===== config.mk =====
export PLATFORM = sky130hd
export DESIGN_NAME = double_ended_priority_queue_unit
export DESIGN_NICKNAME = d
export VERILOG_FILES = /design/src/dpq_pkg.sv /design/src/dpq_ram.sv /design/src/dpq_ctrl.sv /design/src/dpq_datapath.sv /design/src/double_ended_priority_queue_unit.sv
export SDC_FILE = /design/constraint.sdc
export NUM_CORES = 2
export LEC_CHECK = 0
export ABC_AREA = 1
export BUFFER_PORTS_ARGS = -buffer_cell sky130_fd_sc_hd__buf_2
export CAP_MARGIN = 20
export CELL_PAD_IN_SITES_DETAIL_PLACEMENT = 1
export CELL_PAD_IN_SITES_GLOBAL_PLACEMENT = 1
export CORE_UTILIZATION = 50
export DETAILED_ROUTE_END_ITERATION = 6
export PLACE_DENSITY_LB_ADDON = 0.1
export SETUP_SLACK_MARGIN = 0.05
export SLEW_MARGIN = 20
export SYNTH_ARGS = -nofsm -noshare
export SYNTH_HDL_FRONTEND = slang
export SYNTH_SLANG_ARGS = --single-unit

===== constraint.sdc =====
create_clock -name clk -period 15.3 [get_ports clk]
set_input_delay 1.53 -clock clk [delete_from_list [all_inputs] [get_ports clk]]
set_output_delay 1.53 -clock clk [all_outputs]
set_load 0.02 [all_outputs]

===== src/dpq_pkg.sv =====
`timescale 1ns / 1ps
// Shared types and codes for the double-ended priority queue.
// No dependencies; imported by every other file of the block except dpq_ram.
package dpq_pkg;

	localparam int KEY_W = 24;
	localparam int VAL_W = 24;
	localparam int ACT_W = 2;
	localparam int ST_W  = 2;

	// action codes
	localparam logic [ACT_W-1:0] ACT_INSERT  = 2'd0;
	localparam logic [ACT_W-1:0] ACT_POP_MAX = 2'd1;
	localparam logic [ACT_W-1:0] ACT_POP_MIN = 2'd2;

	// status codes
	localparam logic [ST_W-1:0] ST_POPPED = 2'd0;
	localparam logic [ST_W-1:0] ST_EMPTY  = 2'd1;
	localparam logic [ST_W-1:0] ST_FULL   = 2'd2;

	typedef enum logic [3:0] {
		S_IDLE,
		S_DECODE,
		S_SRCH_RD,
		S_SRCH_CMP,
		S_INS_CHK,
		S_SH_RD,
		S_SH_WR,
		S_INS_WR,
		S_POP_WAIT,
		S_EMIT
	} state_t;

	// logical index the RAM read port is aimed at
	typedef enum logic [1:0] {
		RD_MID,
		RD_MAX,
		RD_MIN,
		RD_SHIFT
	} rd_sel_t;

	typedef struct packed {
		logic            load;
		logic            rd_en;
		rd_sel_t         rd_sel;
		logic            srch_upd;
		logic            shift_init;
		logic            shift_wr;
		logic            ins_wr;
		logic            pop_max;
		logic            pop_min;
		logic            pend_set;
		logic [ST_W-1:0] st_code;
		logic            use_rdata;
		logic            emit;
	} cmd_t;

	typedef struct packed {
		logic [ACT_W-1:0] act;
		logic             empty;
		logic             full;
		logic             srch_done;
		logic             found;
		logic             shift_done;
		logic             out_free;
	} sts_t;

endpackage


===== src/dpq_ram.sv =====
`timescale 1ns / 1ps
// Generic single-write, single-read RAM with registered read data.
// No dependencies.
module dpq_ram #(
	parameter int WIDTH = 48,
	parameter int DEPTH = 64
) (
	input  logic                     clk,
	input  logic                     wr_en,
	input  logic [$clog2(DEPTH)-1:0] wr_addr,
	input  logic [WIDTH-1:0]         wr_data,
	input  logic                     rd_en,
	input  logic [$clog2(DEPTH)-1:0] rd_addr,
	output logic [WIDTH-1:0]         rd_data
);

	logic [WIDTH-1:0] mem [DEPTH];

	always_ff @(posedge clk) begin
		if (wr_en) begin
			mem[wr_addr] <= wr_data;
		end
		if (rd_en) begin
			rd_data <= mem[rd_addr];
		end
	end

endmodule


===== src/dpq_ctrl.sv =====
`timescale 1ns / 1ps
// Controller state machine of the priority queue: sequences search, shift and pops.
// Depends on dpq_pkg.
module dpq_ctrl import dpq_pkg::*; (
	input  logic clk,
	input  logic arst_n,
	input  logic in_valid,
	output logic in_stall,
	output cmd_t cmd,
	input  sts_t sts
);

	state_t state_q, state_nxt;

	always_ff @(posedge clk or negedge arst_n) begin
		if (!arst_n) begin
			state_q <= S_IDLE;
		end else begin
			state_q <= state_nxt;
		end
	end

	assign in_stall = (state_q != S_IDLE);

	always_comb begin
		state_nxt = state_q;
		cmd       = '0;
		unique case (state_q)
			S_IDLE: begin
				if (in_valid) begin
					cmd.load  = 1'b1;
					state_nxt = S_DECODE;
				end
			end
			S_DECODE: begin
				unique case (sts.act) inside
					ACT_INSERT: begin
						state_nxt = S_SRCH_RD;
					end
					ACT_POP_MAX, ACT_POP_MIN: begin
						if (sts.empty) begin
							cmd.pend_set = 1'b1;
							cmd.st_code  = ST_EMPTY;
							state_nxt    = S_EMIT;
						end else begin
							cmd.rd_en  = 1'b1;
							cmd.rd_sel = (sts.act == ACT_POP_MAX) ? RD_MAX : RD_MIN;
							state_nxt  = S_POP_WAIT;
						end
					end
					default: begin
						state_nxt = S_IDLE;
					end
				endcase
			end
			S_SRCH_RD: begin
				if (sts.srch_done) begin
					state_nxt = S_INS_CHK;
				end else begin
					cmd.rd_en  = 1'b1;
					cmd.rd_sel = RD_MID;
					state_nxt  = S_SRCH_CMP;
				end
			end
			S_SRCH_CMP: begin
				cmd.srch_upd = 1'b1;
				state_nxt    = S_SRCH_RD;
			end
			S_INS_CHK: begin
				if (sts.found) begin
					state_nxt = S_IDLE;
				end else if (sts.full) begin
					cmd.pend_set = 1'b1;
					cmd.st_code  = ST_FULL;
					state_nxt    = S_EMIT;
				end else begin
					cmd.shift_init = 1'b1;
					state_nxt      = S_SH_RD;
				end
			end
			S_SH_RD: begin
				if (sts.shift_done) begin
					state_nxt = S_INS_WR;
				end else begin
					cmd.rd_en  = 1'b1;
					cmd.rd_sel = RD_SHIFT;
					state_nxt  = S_SH_WR;
				end
			end
			S_SH_WR: begin
				cmd.shift_wr = 1'b1;
				state_nxt    = S_SH_RD;
			end
			S_INS_WR: begin
				cmd.ins_wr = 1'b1;
				state_nxt  = S_IDLE;
			end
			S_POP_WAIT: begin
				cmd.pend_set  = 1'b1;
				cmd.st_code   = ST_POPPED;
				cmd.use_rdata = 1'b1;
				if (sts.act == ACT_POP_MAX) begin
					cmd.pop_max = 1'b1;
				end else begin
					cmd.pop_min = 1'b1;
				end
				state_nxt = S_EMIT;
			end
			S_EMIT: begin
				if (sts.out_free) begin
					cmd.emit  = 1'b1;
					state_nxt = S_IDLE;
				end
			end
			default: begin
				state_nxt = S_IDLE;
			end
		endcase
	end

endmodule


===== src/dpq_datapath.sv =====
`timescale 1ns / 1ps
// Datapath of the priority queue: circular sorted store, search bounds, output register.
// Depends on dpq_pkg and dpq_ram.
module dpq_datapath import dpq_pkg::*; #(
	parameter int CAPACITY = 64
) (
	input  logic              clk,
	input  logic              arst_n,
	input  cmd_t              cmd,
	output sts_t              sts,
	input  logic [ACT_W-1:0]  action,
	input  logic [KEY_W-1:0]  prio_key,
	input  logic [VAL_W-1:0]  item_value,
	input  logic              out_stall,
	output logic              out_valid,
	output logic [ST_W-1:0]   status,
	output logic [VAL_W-1:0]  popped_value
);

	localparam int AW = $clog2(CAPACITY);
	localparam int CW = $clog2(CAPACITY + 1);
	localparam int DW = KEY_W + VAL_W;
	localparam logic [AW:0]   CAP_X  = (AW+1)'(CAPACITY);
	localparam logic [CW-1:0] CAP_C  = CW'(CAPACITY);
	localparam logic [AW-1:0] HEAD_L = AW'(CAPACITY - 1);

	// item being worked on
	logic [ACT_W-1:0] act_q;
	logic [KEY_W-1:0] key_q;
	logic [VAL_W-1:0] val_q;

	// store bookkeeping: entry i of sorted order lives at (head + i) mod CAPACITY
	logic [AW-1:0] head_q;
	logic [CW-1:0] count_q;

	logic [CW-1:0] lo_q, hi_q, idx_q;
	logic          found_q;

	logic [ST_W-1:0]  pend_st_q;
	logic [VAL_W-1:0] pend_val_q;

	logic             out_valid_q;
	logic [ST_W-1:0]  status_q;
	logic [VAL_W-1:0] popped_value_q;

	logic [CW:0]      mid_sum;
	logic [CW-1:0]    mid;
	logic [CW-1:0]    cnt_m1, idx_m1;
	logic [AW-1:0]    rd_ofs, wr_ofs;
	logic             wr_en;
	logic [AW-1:0]    wr_addr, rd_addr;
	logic [DW-1:0]    wr_data, rd_data;
	logic [KEY_W-1:0] rd_key;
	logic [VAL_W-1:0] rd_val;

	function automatic logic [AW-1:0] to_phys(input logic [AW-1:0] head,
			input logic [AW-1:0] ofs);
		logic [AW:0] sum;
		sum = {1'b0, head} + {1'b0, ofs};
		if (sum >= CAP_X) begin
			sum = sum - CAP_X;
		end
		return sum[AW-1:0];
	endfunction

	assign mid_sum = {1'b0, lo_q} + {1'b0, hi_q};
	assign mid     = mid_sum[CW:1];
	assign cnt_m1  = count_q - 1'b1;
	assign idx_m1  = idx_q - 1'b1;
	assign rd_key  = rd_data[DW-1:VAL_W];
	assign rd_val  = rd_data[VAL_W-1:0];

	always_comb begin
		case (cmd.rd_sel)
			RD_MID:   rd_ofs = mid[AW-1:0];
			RD_MAX:   rd_ofs = cnt_m1[AW-1:0];
			RD_MIN:   rd_ofs = '0;
			RD_SHIFT: rd_ofs = idx_m1[AW-1:0];
			default:  rd_ofs = '0;
		endcase
	end

	assign rd_addr = to_phys(head_q, rd_ofs);
	assign wr_ofs  = cmd.shift_wr ? idx_q[AW-1:0] : lo_q[AW-1:0];
	assign wr_addr = to_phys(head_q, wr_ofs);
	assign wr_en   = cmd.shift_wr | cmd.ins_wr;
	assign wr_data = cmd.shift_wr ? rd_data : {key_q, val_q};

	dpq_ram #(
		.WIDTH(DW),
		.DEPTH(CAPACITY)
	) u_ram (
		.clk    (clk),
		.wr_en  (wr_en),
		.wr_addr(wr_addr),
		.wr_data(wr_data),
		.rd_en  (cmd.rd_en),
		.rd_addr(rd_addr),
		.rd_data(rd_data)
	);

	// control registers
	always_ff @(posedge clk or negedge arst_n) begin
		if (!arst_n) begin
			head_q      <= '0;
			count_q     <= '0;
			out_valid_q <= 1'b0;
		end else begin
			if (cmd.ins_wr) begin
				count_q <= count_q + 1'b1;
			end else if (cmd.pop_max) begin
				count_q <= cnt_m1;
			end else if (cmd.pop_min) begin
				count_q <= cnt_m1;
				head_q  <= (head_q == HEAD_L) ? '0 : head_q + 1'b1;
			end
			if (cmd.emit) begin
				out_valid_q <= 1'b1;
			end else if (!out_stall) begin
				out_valid_q <= 1'b0;
			end
		end
	end

	// working and payload registers
	always_ff @(posedge clk) begin
		if (cmd.load) begin
			act_q   <= action;
			key_q   <= prio_key;
			val_q   <= item_value;
			lo_q    <= '0;
			hi_q    <= count_q;
			found_q <= 1'b0;
		end
		if (cmd.srch_upd) begin
			if (rd_key < key_q) begin
				lo_q <= mid + 1'b1;
			end else begin
				hi_q <= mid;
			end
			if (rd_key == key_q) begin
				found_q <= 1'b1;
			end
		end
		if (cmd.shift_init) begin
			idx_q <= count_q;
		end else if (cmd.shift_wr) begin
			idx_q <= idx_m1;
		end
		if (cmd.pend_set) begin
			pend_st_q  <= cmd.st_code;
			pend_val_q <= cmd.use_rdata ? rd_val : '0;
		end
		if (cmd.emit) begin
			status_q       <= pend_st_q;
			popped_value_q <= pend_val_q;
		end
	end

	assign sts.act        = act_q;
	assign sts.empty      = (count_q == '0);
	assign sts.full       = (count_q == CAP_C);
	assign sts.srch_done  = (lo_q == hi_q);
	assign sts.found      = found_q;
	assign sts.shift_done = (idx_q == lo_q);
	assign sts.out_free   = !out_valid_q || !out_stall;

	assign out_valid    = out_valid_q;
	assign status       = status_q;
	assign popped_value = popped_value_q;

endmodule


===== src/double_ended_priority_queue_unit.sv =====
`timescale 1ns / 1ps
// Top level of the double-ended priority queue: controller plus datapath.
// Depends on dpq_pkg, dpq_ctrl, dpq_datapath (and through it dpq_ram).
//
//  channel | handshake          | payload                        | dir
//  --------+--------------------+--------------------------------+-----
//  in      | in_valid/in_stall  | action, prio_key, item_value   | in
//  out     | out_valid/out_stall| status, popped_value           | out
//
// Storage: entries sit sorted in one RAM used as a ring (head pointer + count).
// A pop reads the max or min entry, then waits for the output register; an insert
// runs a binary search over the n stored entries, then shifts the m entries above
// the new key one at a time through the single RAM read port and writes the new entry.
// Reset clears count, head and the output beat; the RAM needs no clearing pass.
// A result beat waits in the output register under out_stall while the next
// input beat is already taken; a new result waits until that register frees.
module double_ended_priority_queue_unit import dpq_pkg::*; #(
	parameter int CAPACITY = 64
) (
	input  logic             clk,
	input  logic             arst_n,
	input  logic             in_valid,
	output logic             in_stall,
	input  logic [ACT_W-1:0] action,
	input  logic [KEY_W-1:0] prio_key,
	input  logic [VAL_W-1:0] item_value,
	output logic             out_valid,
	input  logic             out_stall,
	output logic [ST_W-1:0]  status,
	output logic [VAL_W-1:0] popped_value
);

	cmd_t cmd;  // controller -> datapath
	sts_t sts;  // datapath -> controller

	// sequencer: one input beat at a time, from accept to done
	dpq_ctrl u_ctrl (
		.clk     (clk),
		.arst_n  (arst_n),
		.in_valid(in_valid),
		.in_stall(in_stall),
		.cmd     (cmd),
		.sts     (sts)
	);

	// store, search bounds, shift index and output register
	dpq_datapath #(
		.CAPACITY(CAPACITY)
	) u_dp (
		.clk         (clk),
		.arst_n      (arst_n),
		.cmd         (cmd),
		.sts         (sts),
		.action      (action),
		.prio_key    (prio_key),
		.item_value  (item_value),
		.out_stall   (out_stall),
		.out_valid   (out_valid),
		.status      (status),
		.popped_value(popped_value)
	);

endmodule


* Word-level counts from Yosys, hierarchy flattened *
Memory sizes are Yosys's and may differ from the RTL's. A register that Yosys moved wholly into a read port is not among the register bits.
Index checks and enable logic that the tools add are counted.

storage, ports and cells
  bits in registers = 142
  bits in writable memories = 3072
  bits of input ports = 54
  word-level logic and storage cells = 125
  memories = 1

cells by class
  $add $sub $neg = 10
  order comparisons = 3
  equal/unequal tests = 22
  muxes and demuxes = 58
  bitwise gates (word level) = 3
  reductions and logical operators = 13

memory list
  name            words  bits a word  rd ports  clocked after memory_dff  write ports  RTL line       RTL
  u_dp.u_ram.mem  64     48           1         1                         1            dpq_ram.sv:17  logic [WIDTH-1:0] mem [DEPTH];

operators with widths
  kind                 count
  $mux 7               11
  $mux 48              1
  $pmux 4 s9           1
  $mux 3               9
  $eq 24x24->1         1
  $lt 24x24->1         1
  $mux 6               4
  $pmux 6 s4           1
  $mux 1               22
  $pmux 3 s3           2
  $eq 4x3->1 const B   4
  $mux 4               4
  $add 6x6->7          2
  $add 7x1->7 const B  2
  $eq 7x7->1           2
  $ge 7x7->1 const B   2
  $sub 7x1->7 const B  2
  $sub 6x1->6 const B  2
  $add 7x7->8          1
  $eq 4x2->1 const B   2
  $eq 4x4->1 const B   2
  $pmux 4 s2           1
  $eq 7x7->1 const B   1
  $logic_not 7->1      1
  other kinds (20)     28

* Depth between registers and ports, before layout *
  word-level depth = 10
  mapped depth = 27
  gate-level depth less buffers = 22

* Modules after synthesis *
Synthesis repeated with hierarchy kept, for this count alone.

unflattened totals
  cells, all modules = 10967
  area total of the unflattened synthesis = 132644.7 um^2

modules (own cells, without submodules)
  module        instances  cells an instance  area each (um^2)
  dpq_ram       1          10108              124811.0
  dpq_datapath  1          787                7368.3
  dpq_ctrl      1          72                 465.4

* Worst setup path after synthesis *
OpenSTA, ideal clock, no wires.

  kind = register to register
  start point = register u_ctrl.state_q[1]
  end point = memory u_dp.u_ram.mem[0][0] (enable)
  setup time = 454 ps
  arrival time = 4488 ps
  required time = 14846 ps
  path slack = 10358 ps
  stages on the path, launching flop included = 14
  period minus slack after synthesis = 4942 ps
  path through = dfrtp_1 -> inv_1 -> nor2_1 -> nand2_1 -> clkbuf_1 -> nand2_1 -> o21ai_0 -> ha_1 -> inv_1 -> fa_1 -> o21ai_0 -> xnor2_1 -> nand3_1 -> nor2_1

between the ends
  cells in the longest elaborated chain, start to end = 6

ends and longest elaborated chain
  what                                       RTL line                                RTL
  from (decl)                                dpq_ctrl.sv:13                          state_t state_q, state_nxt;
  from (signal assigned)                     dpq_ctrl.sv:19                          state_q <= state_nxt;
  $eq 4x3->1                                 dpq_ctrl.sv:28                          unique case (state_q)
  $mux 1                                     dpq_ctrl.sv:28
  $mux 6                                     dpq_datapath.sv:84                      assign wr_ofs = cmd.shift_wr ? idx_q[AW-1:0] : lo_q[AW-1:0];
  $add 6x6->7                                dpq_datapath.sv:59                      sum = {1'b0, head} + {1'b0, ofs};
  $sub 6x1->6 or $ge 7x7->1 (tied branches)  dpq_datapath.sv:61, dpq_datapath.sv:60
  $mux 6                                     dpq_datapath.sv:60                      if (sum >= CAP_X) begin
  to (decl)                                  dpq_ram.sv:17

Parallel ways exist; a longest one is shown, timed or not.

* Worst setup path in the final report *
  start point = register u_dp.count_q[0]
  end point = register u_dp.u_ram.rd_data[28], read port of u_dp.u_ram.mem, data pin

between the ends
  cells in the longest elaborated chain, start to end = 9

ends and longest elaborated chain
  what                                       RTL line                                RTL
  from (decl)                                dpq_datapath.sv:34                      logic [CW-1:0] count_q;
  from (signal assigned)                     dpq_datapath.sv:110                     count_q <= count_q + 1'b1;
  from (signal assigned)                     dpq_datapath.sv:112                     count_q <= cnt_m1;
  from (signal assigned)                     dpq_datapath.sv:114                     count_q <= cnt_m1;
  $logic_not 7->1                            dpq_datapath.sv:161                     assign sts.empty = (count_q == '0);
  $mux 3                                     dpq_ctrl.sv:41                          if (sts.empty) begin
  $mux 3                                     dpq_ctrl.sv:36                          unique case (sts.act) inside
  $pmux 3 s3                                 dpq_ctrl.sv:28
  $eq 2x2->1 (tied with other cells)         dpq_datapath.sv:74                      case (cmd.rd_sel)
  $pmux 6 s4                                 dpq_datapath.sv:74
  $add 6x6->7                                dpq_datapath.sv:59
  $sub 6x1->6 or $ge 7x7->1 (tied branches)  dpq_datapath.sv:61, dpq_datapath.sv:60
  $mux 6                                     dpq_datapath.sv:60
  to (decl)                                  dpq_ram.sv:14                           output logic [WIDTH-1:0] rd_data

Parallel ways exist; a longest one is shown, timed or not.
A chain may end at the register's enable or synchronous reset.

==> flow_metrics.py <==
metrics = {
    "outcome": {
        "outcome": "finished clean",
    },
    "global_route": {
        "grt_pass1_wl_mm": 620.4,
        "grt-ovfl-total": 0,
        "grt_max_degree": 202,
        "antenna_found_initial": 12,
        "grt_pass1_vias": 88540,
        "grt.total_usage_pct": 32.36,
    },
    "sta": {
        "hold_viol_final": 0,
        "finClkSkew_ps": 42.70,
        "worst_slew_pin_slew_ps": 1231,
        "max_freq_mhz": 138.1,
        "relSlewSlack_pct": 17.95,
        "finalWorstSetupSlack_ps": 8061,
        "post-route-period-util_pct": 47.31,
        "finalSetupViolations": 0,
        "rsz0062_at_grt": "false",
        "period_minus_slack_ps": 7239,
        "maxSlewViolCount": 0,
        "tns_ps": 0,
    },
    "placed_design": {
        "numPortBuffers": 81,
        "place_congestion": 0.8383,
        "dpl.hpwl_mm": 225.9,
        "place_ws_ps": 8210,
    },
    "worst_setup_path": {
        "start_kind": "register",
        "worst_path_most_repeated_cell": "nand3_1",
        "crit_buf_inv": 6,
        "cp.arrival_ps": 7970,
        "worst_r2r_endpoint": "u_dp.u_ram.rd_data[28]$_DFFE_PP_",
        "cp_max_fo": 92,
        "crit_family": "buffers and inverters",
        "reg2reg_depth": 22,
        "critPathLaunch": "u_dp.count_q[0]$_DFFE_PN0P_",
        "crit_chain": "clkinv_1 -> ha_1 -> nand3_1 -> nor2_2 -> nor3_4 -> inv_2 -> nand3_1 -> inv_1 -> nand2_1 -> o221ai_1 -> fa_4 -> buf_4 -> buf_4 -> buf_4 -> nor2_1 -> o21ai_0 -> o211ai_1 -> nand3_1 -> nand3_1 -> and2_1 -> nand2_1 -> nand2_1",
        "slowest_stage": "fa_4",
        "criticalPathCategory": "reg2reg",
        "r2r_setup_slack_ps": 8060,
        "required_ps": 16030,
        "rr_startpoint": "u_dp.count_q[0]$_DFFE_PN0P_",
        "cpPeakStageDelay_ps": 1260,
        "end_kind": "register",
        "cp.depth": 22,
        "critPathCapture": "u_dp.u_ram.rd_data[28]$_DFFE_PP_",
    },
    "yosys": {
        "ys_ff_latch": 3262,
        "syn-num-nets": 10340,
        "synthCells": 10240,
        "synth_ff_type": "edfxtp_1",
        "async_flop_share_pct": 0.5518,
        "ys_types": 43,
        "postSynthAreaPerCell_sq_um": 12.79,
        "synth_edf_count": 3229,
        "netlist_area_sq_um": 130900,
        "ys_warn_count": 0,
        "synth-seq-area-share_pct": 74.62,
    },
    "clock_tree": {
        "cts_buffers": 353,
        "clock_latency_ps": 970,
        "htreeDepth": 5,
        "ctsLongestPathBuffers": 4,
        "post_cts_buffers": 0,
        "cts.sinks": 3262,
        "clk_pin_slew_ps": 60,
        "cts_resized": 0,
        "ctsHoldBuffers": 0,
        "cts_root_buf": "clkbuf_16",
        "cts_tree": "built",
    },
    "layout": {
        "layout_commonest_cell": "edfxtp_1",
        "fin_nets": 10330,
        "layout-drive-gt1-share_pct": 8.626,
        "layout_common_cells": "edfxtp_1, nor2_1, o21ai_0",
        "areaGrowthSynthToFinish_pct": 11.82,
    },
    "detailed_routing": {
        "dr.first_iter.drc_count": 10090,
        "viasPerCell": 6.247,
        "vias": 87400,
        "antenna_left": 0,
        "wire_per_inst_um": 30.77,
        "drt-pass1-iter-count": 7,
        "drc": 0,
        "wl_mm": 430.6,
    },
    "die": {
        "core_area_sq_um": 259900,
        "die_area_sq_um": 263900,
        "rows": 187,
        "io_pins": 82,
        "die-width_um": 513.8,
        "start_util_pct": 50.37,
        "die_h_um": 513.8,
    },
    "run": {
        "cap_violations": 0,
    },
    "min_path": {
        "hp-class": "reg2reg",
    },
}
[state kept, by name (all words and copies together) (netlist names)]
signal	count
u_dp.u_ram.mem	3072
u_dp.u_ram.rd_data	48
u_dp.key_q	24
u_dp.pend_val_q	24
u_dp.popped_value	24
u_dp.val_q	24
u_dp.count_q	7
u_dp.hi_q	7
u_dp.idx_q	7
u_dp.lo_q	7
u_dp.head_q	6
u_ctrl.state_q	4
u_dp.act_q	2
u_dp.pend_st_q	2
u_dp.status	2
u_dp.found_q	1
u_dp.out_valid	1
[cells by family (layout without fill, tap and decap cells)]
group	Yosys count	after routing	synth area share [%]
other cells	0	3	0
simple gates	3625	3625	11.08
xor+xnor	30	30	0.2064
flops	3262	3262	74.62
fa+ha+maj	51	51	0.5045
buf+inv	829	1082	2.746
compound gates	2442	2442	10.84
[worst min path at each step]
| stage | endpoint | startpoint | cells past startpoint | slack [ps] |
|---|---|---|---|---|
| 6_report | u_dp.popped_value[8]$_DFFE_PP_ | u_dp.pend_val_q[8]$_SDFFCE_PN0P_ | 0 | 420 |
| 5_1_grt | u_dp.popped_value[18]$_DFFE_PP_ | u_dp.pend_val_q[18]$_SDFFCE_PN0P_ | 0 | 430 |
| 4_1_cts | u_dp.popped_value[4]$_DFFE_PP_ | u_dp.pend_val_q[4]$_SDFFCE_PN0P_ | 0 | 420 |
| 3_5_place_dp | u_dp.popped_value[10]$_DFFE_PP_ | u_dp.pend_val_q[10]$_SDFFCE_PN0P_ | 0 | 410 |
| 3_3_place_gp | u_dp.popped_value[11]$_DFFE_PP_ | u_dp.pend_val_q[11]$_SDFFCE_PN0P_ | 0 | 400 |
| 2_1_floorplan | u_dp.popped_value[0]$_DFFE_PP_ | u_dp.pend_val_q[0]$_SDFFCE_PN0P_ | 0 | 400 |
[cell type report]
class | count | area, sq um
flip-flops and latches | 3262 | 97710
multi-input cells | 6148 | 30760
clock buffers | 454 | 9338
well taps | 3496 | 4374
repair buffers | 324 | 2391
diodes | 3 | 7.507
clock inverters | 167 | 1294
fillers | 25400 | 113500
inverters | 137 | 555.5
[metal layers]
| layer | wire length [um] | vias to the layer above | GRT usage, % |
|---|---|---|---|
| met5 | 13 | - | 0 |
| met4 | 16040 | 2 | 12.01 |
| met3 | 34010 | 725 | 5.571 |
| met2 | 207000 | 3563 | 52.65 |
| met1 | 173500 | 45690 | 43.71 |
| li1 | - | 37420 | - |
[worst reg2reg max path: cells and delay by family (launching register included)]
kind | cells | cell delay (ps)
AOI/OAI and AO/OA | 3 | 470
DFF | 1 | 370
and+or+nand+nor | 11 | 1490
adders and majority gates | 2 | 1580
buffers and inverters | 6 | 3110
[synth_stat cells (all sizes together) (3+ instances only)]
master / n / area share [%]
nand3: 572 / 2.2
dfxtp: 15 / 0.23
dfrtp: 18 / 0.34
clkbuf: 402 / 1.2
xnor2: 10 / 0.067
fa: 3 / 0.046
inv: 136 / 0.39
nand4: 11 / 0.053
edfxtp: 3229 / 74
o211ai: 773 / 4.4
nand2: 539 / 1.5
and2: 48 / 0.23
xor2: 20 / 0.14
buf: 290 / 1.2
a21oi: 32 / 0.12
o21ai: 1624 / 6.2
nor3: 10 / 0.047
nor2: 2441 / 7.0
o21a: 3 / 0.017
ha: 48 / 0.46
[through the flow]
step | cells | util, % | area [sq um] | hold slack, ps
after floorplan | 10240 | - | 130900 | 400.3
after global placement | 13370 | 52.22 | 135700 | 401.5
final | 13990 | 56.33 | 146400 | 418.3
after CTS | 13990 | 56.31 | 146400 | 419.5
after detailed placement | 13370 | 52.22 | 135800 | 406.1
after global routing | 13990 | 56.33 | 146400 | 430.5
Power is left out: the tool's default activity adds up to more than one toggle a clock period on the data nets, which glitch-free logic cannot reach.
